[config.mk]
export PLATFORM = sky130hd
export DESIGN_NAME = prime_field_modular_alu
export DESIGN_NICKNAME = d
export VERILOG_FILES = /design/src/rtl/pfma_pkg.sv /design/src/rtl/prime_field_modular_alu.sv
export SDC_FILE = /design/constraint.sdc
export NUM_CORES = 2
export LEC_CHECK = 0
export BUFFER_PORTS_ARGS = -buffer_cell sky130_fd_sc_hd__buf_2
export CAP_MARGIN = 20
export CORE_MARGIN = 3
export CORE_UTILIZATION = 64
export DETAILED_ROUTE_END_ITERATION = 6
export PLACE_DENSITY = 0.82
export SLEW_MARGIN = 20
export SYNTH_ARGS = -nofsm -noshare
export SYNTH_HDL_FRONTEND = slang
export SYNTH_SLANG_ARGS = --single-unit
[constraint.sdc]
create_clock -name clk -period 8.3 [get_ports clk]
set_input_delay 0.415 -clock clk [delete_from_list [all_inputs] [get_ports clk]]
set_output_delay 0.415 -clock clk [all_outputs]
set_load 0.05 [all_outputs]
[src/rtl/pfma_pkg.sv]
// ---------------------------------------------------------------------------
// pfma_pkg
// Shared constants for the prime-field modular ALU: opcodes, modulus
// register width and reset value, default parameter values.
// ---------------------------------------------------------------------------
`timescale 1ns / 1ps

package pfma_pkg;

	// modulus register
	localparam int MOD_BITS = 16;
	localparam logic [MOD_BITS-1:0] MOD_RESET = 16'd65521;

	// parameter defaults
	localparam int ELEMENT_BITS_DEF  = 16;
	localparam int EXPONENT_BITS_DEF = 32;

	// opcodes
	localparam int OP_BITS = 3;
	localparam logic [OP_BITS-1:0] OP_ADD = 3'd0;
	localparam logic [OP_BITS-1:0] OP_SUB = 3'd1;
	localparam logic [OP_BITS-1:0] OP_MUL = 3'd2;
	localparam logic [OP_BITS-1:0] OP_DIV = 3'd3;
	localparam logic [OP_BITS-1:0] OP_INV = 3'd4;
	localparam logic [OP_BITS-1:0] OP_POW = 3'd5;
	localparam logic [OP_BITS-1:0] OP_NEG = 3'd6;
	localparam logic [OP_BITS-1:0] OP_EQU = 3'd7;

endpackage

[src/rtl/prime_field_modular_alu.sv]
// ---------------------------------------------------------------------------
// prime_field_modular_alu
// GF(p) arithmetic unit: add, sub, mul, div, inverse, power, negate, equal,
// built round one restoring divider and one 17x17 multiplier.
// ---------------------------------------------------------------------------
//  channel  | signals                               | dir
//  ---------+---------------------------------------+-----
//  in       | in_valid in_ready opcode operand_a/b  | in
//           | exponent                              |
//  out      | out_valid out_ready result_value      | out
//  cfg      | cfg_we cfg_wdata (modulus)            | in
//
// Every beat first reduces both operands through the bit-serial divider
// (DW = 34 bits wide at default widths); sub/neg/equal need no further
// pass, add takes a third divider pass and mul a multiply and a third pass.
// Each Euclid step of inverse and divide is a full divider pass and a
// multiply; divide ends with a further multiply-and-reduce pass.
// Power costs up to two multiply-and-reduce passes per exponent bit.
// in_ready is high only while the sequencer is idle; a finished result may
// wait in the output register while the next beat is taken. Reset clears
// the sequencer and sets the modulus to 65521.
// ---------------------------------------------------------------------------
`timescale 1ns / 1ps

module prime_field_modular_alu
	import pfma_pkg::*;
#(
	parameter int ELEMENT_BITS  = ELEMENT_BITS_DEF,
	parameter int EXPONENT_BITS = EXPONENT_BITS_DEF
) (
	input  logic                     clk,
	input  logic                     arst_n,
	input  logic                     cfg_we,
	input  logic [MOD_BITS-1:0]      cfg_wdata,
	input  logic                     in_valid,
	output logic                     in_ready,
	input  logic [OP_BITS-1:0]       opcode,
	input  logic [ELEMENT_BITS-1:0]  operand_a,
	input  logic [ELEMENT_BITS-1:0]  operand_b,
	input  logic [EXPONENT_BITS-1:0] exponent,
	output logic                     out_valid,
	input  logic                     out_ready,
	output logic [ELEMENT_BITS-1:0]  result_value
);

	localparam int MB = MOD_BITS;
	localparam int MW = MB + 1;
	localparam int PW = 2 * MW;
	localparam int SW = MB + 2;
	localparam int DW = (ELEMENT_BITS + 1 > PW) ? ELEMENT_BITS + 1 : PW;
	localparam int CW = $clog2(DW + 1);

	// sequencer codes
	localparam logic [3:0] S_IDLE  = 4'd0;
	localparam logic [3:0] S_DIV   = 4'd1;
	localparam logic [3:0] S_AM    = 4'd2;
	localparam logic [3:0] S_BM    = 4'd3;
	localparam logic [3:0] S_MUL   = 4'd4;
	localparam logic [3:0] S_EU    = 4'd5;
	localparam logic [3:0] S_EUQ   = 4'd6;
	localparam logic [3:0] S_EUM   = 4'd7;
	localparam logic [3:0] S_EUS   = 4'd8;
	localparam logic [3:0] S_INVD  = 4'd9;
	localparam logic [3:0] S_PW    = 4'd10;
	localparam logic [3:0] S_PACC  = 4'd11;
	localparam logic [3:0] S_PSQ   = 4'd12;
	localparam logic [3:0] S_PBASE = 4'd13;
	localparam logic [3:0] S_RES   = 4'd14;
	localparam logic [3:0] S_OUT   = 4'd15;

	logic [3:0]               state_q, ret_q, mret_q;
	logic [MB-1:0]            modulus_q, p_q;
	logic [OP_BITS-1:0]       op_q;
	logic [ELEMENT_BITS-1:0]  a_q, b_q;
	logic [EXPONENT_BITS-1:0] e_q;
	logic [MB-1:0]            am_q, bm_q, acc_q, base_q, val_q;
	logic [MB-1:0]            r0_q, r1_q;
	logic signed [SW-1:0]     s0_q, s1_q;
	logic [MW-1:0]            mx_q, my_q;
	logic [PW-1:0]            prod_q;
	logic                     out_valid_q;
	logic [ELEMENT_BITS-1:0]  result_q;

	// divider registers
	logic [DW-1:0]            num_q;
	logic [MB-1:0]            rem_q, den_q;
	logic [CW-1:0]            cnt_q;

	// divider step
	logic [MB:0]              dv_t;
	logic                     dv_ge;
	logic [MB-1:0]            dv_rem;
	assign dv_t   = {rem_q, num_q[DW-1]};
	assign dv_ge  = dv_t >= {1'b0, den_q};
	assign dv_rem = dv_ge ? MB'(dv_t - {1'b0, den_q}) : dv_t[MB-1:0];

	// shared multiplier
	logic [PW-1:0]            mul_p;
	assign mul_p = mx_q * my_q;

	// Euclid helpers
	logic [MW-1:0]            s1_mag;
	logic signed [PW:0]       s_new;
	logic signed [SW-1:0]     inv_s;
	assign s1_mag = s1_q[SW-1] ? MW'(-s1_q) : MW'(s1_q);
	assign s_new  = s1_q[SW-1] ? (PW+1)'(s0_q) + $signed({1'b0, prod_q})
	                           : (PW+1)'(s0_q) - $signed({1'b0, prod_q});
	assign inv_s  = s0_q[SW-1] ? s0_q + $signed({2'b00, p_q}) : s0_q;

	// direct results from the reduced operands
	logic [MB-1:0]            sub_r, neg_r;
	assign sub_r  = (am_q >= bm_q) ? am_q - bm_q : MB'({1'b0, am_q} + {1'b0, p_q} - {1'b0, bm_q});
	assign neg_r  = (a_q == '0) ? '0 : p_q - am_q;

	assign in_ready     = (state_q == S_IDLE);
	assign out_valid    = out_valid_q;
	assign result_value = result_q;

	// modulus register
	always_ff @(posedge clk or negedge arst_n) begin
		if (!arst_n) begin
			modulus_q <= MOD_RESET;
		end else if (cfg_we) begin
			modulus_q <= cfg_wdata;
		end
	end

	// sequencer, datapath and output register
	always_ff @(posedge clk or negedge arst_n) begin
		if (!arst_n) begin
			state_q     <= S_IDLE;
			out_valid_q <= 1'b0;
			cnt_q       <= '0;
		end else begin
			// output beat: load a new result or drop the taken one
			if (state_q == S_OUT && (!out_valid_q || out_ready)) begin
				out_valid_q <= 1'b1;
			end else if (out_ready) begin
				out_valid_q <= 1'b0;
			end
			case (state_q)
				S_IDLE: begin
					if (in_valid) begin
						op_q    <= opcode;
						a_q     <= operand_a;
						b_q     <= operand_b;
						e_q     <= exponent;
						p_q     <= (modulus_q == '0) ? MB'(1) : modulus_q;
						num_q   <= DW'(operand_a);
						rem_q   <= '0;
						den_q   <= (modulus_q == '0) ? MB'(1) : modulus_q;
						cnt_q   <= CW'(DW);
						ret_q   <= S_AM;
						state_q <= S_DIV;
					end
				end
				// one quotient bit per cycle
				S_DIV: begin
					num_q <= {num_q[DW-2:0], dv_ge};
					rem_q <= dv_rem;
					cnt_q <= cnt_q - 1'b1;
					if (cnt_q == CW'(1)) begin
						state_q <= ret_q;
					end
				end
				S_AM: begin
					am_q    <= rem_q;
					num_q   <= DW'(b_q);
					rem_q   <= '0;
					den_q   <= p_q;
					cnt_q   <= CW'(DW);
					ret_q   <= S_BM;
					state_q <= S_DIV;
				end
				// dispatch on opcode
				S_BM: begin
					bm_q <= rem_q;
					case (op_q)
						OP_ADD: begin
							num_q   <= DW'({1'b0, am_q} + {1'b0, rem_q});
							rem_q   <= '0;
							den_q   <= p_q;
							cnt_q   <= CW'(DW);
							ret_q   <= S_RES;
							state_q <= S_DIV;
						end
						OP_SUB, OP_NEG, OP_EQU: begin
							state_q <= S_RES;
							ret_q   <= S_OUT;
						end
						OP_MUL: begin
							mx_q    <= MW'(am_q);
							my_q    <= MW'(rem_q);
							mret_q  <= S_RES;
							state_q <= S_MUL;
						end
						OP_DIV, OP_INV: begin
							r0_q <= (op_q == OP_DIV) ? rem_q : am_q;
							r1_q <= p_q;
							s0_q <= SW'(1);
							s1_q <= '0;
							if ((op_q == OP_DIV && (b_q == '0 || rem_q == '0)) ||
							    (op_q == OP_INV && am_q == '0)) begin
								val_q   <= '0;
								state_q <= S_OUT;
							end else begin
								state_q <= S_EU;
							end
						end
						default: begin
							acc_q  <= MB'(1);
							base_q <= am_q;
							if (e_q == '0) begin
								val_q   <= MB'(1);
								state_q <= S_OUT;
							end else if (a_q == '0) begin
								val_q   <= '0;
								state_q <= S_OUT;
							end else begin
								state_q <= S_PW;
							end
						end
					endcase
				end
				// product into the divider
				S_MUL: begin
					num_q   <= DW'(mul_p);
					rem_q   <= '0;
					den_q   <= p_q;
					cnt_q   <= CW'(DW);
					ret_q   <= mret_q;
					state_q <= S_DIV;
				end
				// extended Euclid: q = r0 / r1
				S_EU: begin
					if (r1_q == '0) begin
						state_q <= S_INVD;
					end else begin
						num_q   <= DW'(r0_q);
						rem_q   <= '0;
						den_q   <= r1_q;
						cnt_q   <= CW'(DW);
						ret_q   <= S_EUQ;
						state_q <= S_DIV;
					end
				end
				S_EUQ: begin
					r0_q    <= r1_q;
					r1_q    <= rem_q;
					mx_q    <= MW'(num_q[MB-1:0]);
					my_q    <= s1_mag;
					state_q <= S_EUM;
				end
				S_EUM: begin
					prod_q  <= mul_p;
					state_q <= S_EUS;
				end
				S_EUS: begin
					s0_q    <= s1_q;
					s1_q    <= s_new[SW-1:0];
					state_q <= S_EU;
				end
				S_INVD: begin
					if (op_q == OP_INV) begin
						val_q   <= inv_s[MB-1:0];
						state_q <= S_OUT;
					end else begin
						mx_q    <= MW'(am_q);
						my_q    <= MW'(inv_s[MB-1:0]);
						mret_q  <= S_RES;
						state_q <= S_MUL;
					end
				end
				// square-and-multiply, LSB first
				S_PW: begin
					if (e_q == '0) begin
						val_q   <= acc_q;
						state_q <= S_OUT;
					end else if (e_q[0]) begin
						mx_q    <= MW'(acc_q);
						my_q    <= MW'(base_q);
						mret_q  <= S_PACC;
						state_q <= S_MUL;
					end else begin
						state_q <= S_PSQ;
					end
				end
				S_PACC: begin
					acc_q   <= rem_q;
					state_q <= S_PSQ;
				end
				S_PSQ: begin
					if ((e_q >> 1) == '0) begin
						e_q     <= '0;
						state_q <= S_PW;
					end else begin
						mx_q    <= MW'(base_q);
						my_q    <= MW'(base_q);
						mret_q  <= S_PBASE;
						state_q <= S_MUL;
					end
				end
				S_PBASE: begin
					base_q  <= rem_q;
					e_q     <= e_q >> 1;
					state_q <= S_PW;
				end
				// pick the result
				S_RES: begin
					case (op_q)
						OP_SUB:  val_q <= sub_r;
						OP_NEG:  val_q <= neg_r;
						OP_EQU:  val_q <= (am_q == bm_q) ? MB'(1) : '0;
						default: val_q <= rem_q;
					endcase
					state_q <= S_OUT;
				end
				S_OUT: begin
					if (!out_valid_q || out_ready) begin
						result_q    <= ELEMENT_BITS'(val_q);
						state_q     <= S_IDLE;
					end
				end
				default: begin
					state_q <= S_IDLE;
				end
			endcase
		end
	end

endmodule

==> metrics <==
# fillers ~3700; CP Capture Type flop; Synth cell types 86; boundary pin count between 100 and 150; critical path's slowest cell edfxtp_1; sequential area share after synthesis 0.3676; Worst Path Required 8.60 ns; CTS Buf Count 44; layout cells sized above 1 0.08701; Worst-Skew Late Latency between 0.6 and 0.7 ns; port bufs 105; Max Fclk 147.4 MHz; worst-margin pin slew approximately 1.2 ns; Pins Over Slew Limit 0; Final period util 0.8176; die area 53020 sq um; Die Wd 230.3 um; clock root buffer clkbuf_16; Tmin final 6.786 ns; clk slew on worst S/H paths 0.06 ns; detailed-route DRC error count 16; Starting Density 0.6522; WL per Instance around 25 um; Area growth, synth to finish 9.410%; adder-cell share of the synthesized area 0.2311; Die Y 230.3 um; top cell type by total area after synthesis edfxtp_1; area of the multi-input gates ~18000 sq um; Ys Warns 0; largest net degree at the start of global routing 64; worst path bufs/invs 3; nets@finish 3841; number of flops mapped to enable cells by yosys 371; FF+latch area 11830 sq um; critical path launch point type flop; initial antenna violation count 4; first-pass GRT wire length 155700 um; setup ws final 1.514 ns; Synth Area in XOR/XNOR 0.03945; Mapped Area approximately 32000 sq um; Mapped Nets 3768; simple-gate share of the synthesized area 0.1439; post-synth top area share 0.3461; via/cell ratio 6.534; fin area 35220 sq um; final setup vio count 0; placed cell area 33400 sq um; Hold Path Class input port to flop; post-synthesis compound-gate area fraction 0.1374; cell family with most CP delay adder cells; CORE AREA around 49000 sq um; worst setup path category flop to flop; CP dominant cell by count fa_1; Max stage delay on crit path ~0.76 ns; status finished with violations; CP arrival 7.09 ns; critical path peak fanout 17; CTS sink cnt 398; post-DP HPWL 77020 um; syn_area_per_cell 9.984 sq um; Max Buffers Root-to-Sink 3; post-place setup slack 1.546 ns; Max-cap violations 0; DRT Pass-1 Iters 7; violated checks design-rule violations; RSZ-0062 raised after global routing no; H-tree depth 2; total gr overflow 0; Fin. Hold Viols 0; Cell Chain, Critical Path nand2_1, fa_1, fa_1, fa_1, fa_1, inv_1, fa_1, inv_1, fa_1, inv_1, ha_1, a21o_1, a21o_1, a21oi_1, o21a_1, a2bb2oi_1, a31oi_1, a221oi_1, xnor2_1, o21ai_1; floorplan row count 81; Vias ~26000; ranking of synthesized cells by area edfxtp_1 (35%), fa_1 (14%), ha_1 (8.7%), inv_1 (4.7%), nand2_1 (4.7%); skew final 0.04140 ns; final wirelength 101500 um; all-layer global routing usage 0.3860; count of state elements after synthesis 398; Primary FF master, synth edfxtp_1; Post CTS Setup Buffer Count 0; largest family of logic cells by synthesized area adder cells; DRT iter0 DRCs about 3500; Antenna Violating Nets Remaining 0; gpl congestion approximately 1.1; vias in the first global route 26480; Max-slew headroom 0.2179; multiplexer area fraction after synthesis 0.01578; FFs w/ async S/R, synth 0.06784; total negative slack 0 ns; CTS tree built; Post-Synthesis Cells 3224
[final cells by class]
class / instances / share of cell area
multi-input cells: 2274 / 0.5224
flip-flops and latches: 398 / 0.3360
inverters: 406 / 0.04327
clock buffers: 52 / 0.03329
repair buffers: 173 / 0.03141
well taps: 664 / 0.02359
clock inverters: 30 / 0.009983
diodes: 1 / 0.00007105
[cell usage after synthesis (29+ instances only)]
master / number
a21o_1: 46
a21oi_1: 127
a222oi_1: 41
a22o_1: 40
a31oi_1: 32
and2_1: 134
and3_1: 30
clkbuf_1: 128
edfxtp_1: 371
fa_1: 231
ha_1: 225
inv_1: 403
nand2_1: 399
nand3_1: 29
nor2_1: 178
nor3_1: 37
nor4_1: 43
o21ai_0: 105
o21ai_1: 64
xnor2_1: 76
xor2_1: 69
[layer usage]
metal | GRT usage | vias to the layer above | wire [um]
li1 | - | 11390 | -
met1 | 0.4840 | 12530 | 36320
met2 | 0.6033 | 1729 | 45510
met3 | 0.08647 | 467 | 11180
met4 | 0.2570 | 8 | 8467
met5 | 0 | - | 47
[final timing paths]
| kind | startpoint | endpoint | slack (ns) | cells after the start |
|---|---|---|---|---|
| max in group asynchronous | arst_n | state_q[3]$_DFFE_PN0P_ | 7.42 | 3 |
| max reg2reg | mx_q[10]$_DFFE_PP_ | num_q[31]$_DFFE_PP_ | 1.51 | 20 |
| min reg2reg | val_q[6]$_DFFE_PP_ | result_value[6]$_DFFE_PP_ | 0.42 | 0 |
| min | operand_a[13] | a_q[13]$_DFFE_PP_ | 0.01 | 1 |
| min in group asynchronous | arst_n | modulus_q[2]$_DFFE_PN0P_ | 0.45 | 3 |
| max | mx_q[10]$_DFFE_PP_ | num_q[31]$_DFFE_PP_ | 1.51 | 20 |
[worst reg2reg max path, stage by stage, from the launching register on]
cell       delay, ns
edfxtp_1        0.76
nand2_1         0.19
fa_1            0.55
fa_1            0.59
fa_1            0.45
fa_1            0.54
inv_1           0.05
fa_1            0.48
inv_1           0.07
fa_1            0.49
inv_1           0.05
ha_1            0.33
a21o_1          0.18
a21o_1          0.17
a21oi_1         0.36
o21a_1          0.19
a2bb2oi_1       0.17
a31oi_1         0.15
a221oi_1        0.49
xnor2_1         0.19
o21ai_1         0.08
[cells by family after synthesis]
group / count (synthesis)
flops: 398
fa+ha+maj: 456
compound gates: 651
buf+inv: 552
xor+xnor: 145
simple gates: 974
mux: 48
[cell usage in the layout, fill, tap and decap left out, types with 64 or more instances in the layout]
cell type	count
xnor2_1	76
ha_1	225
edfxtp_1	371
fa_1	231
nand2_1	399
xor2_1	69
and2_1	134
o21ai_1	64
a21oi_1	127
inv_1	403
nor2_1	172
buf_2	105
o21ai_0	105
[stage by stage]
step                      hold slack [ns]    util  cells
final                             0.01288  0.7136   3998
after global routing              0.01065  0.7135   3997
after CTS                        0.003165  0.7132   3997
after detailed placement           0.4070  0.6767   3887
after global placement             0.4027  0.6767   3887
after floorplan                    0.1194       -   3224
[sequential cells by signal, indices dropped and copies added, names as in the netlist, 17 cells and up]
signal  cells
s1_q       18
s0_q       18
prod_q     18
e_q        32
num_q      34
my_q       17
[what timing repair did]
action                    CTS  global route
gates resized for setup     0             0
hold buffers               28             0
hold endpoints to repair   41             0
Power is not shown: default switching activity piles up to over one toggle a cycle in this logic, so the estimate is an artifact.
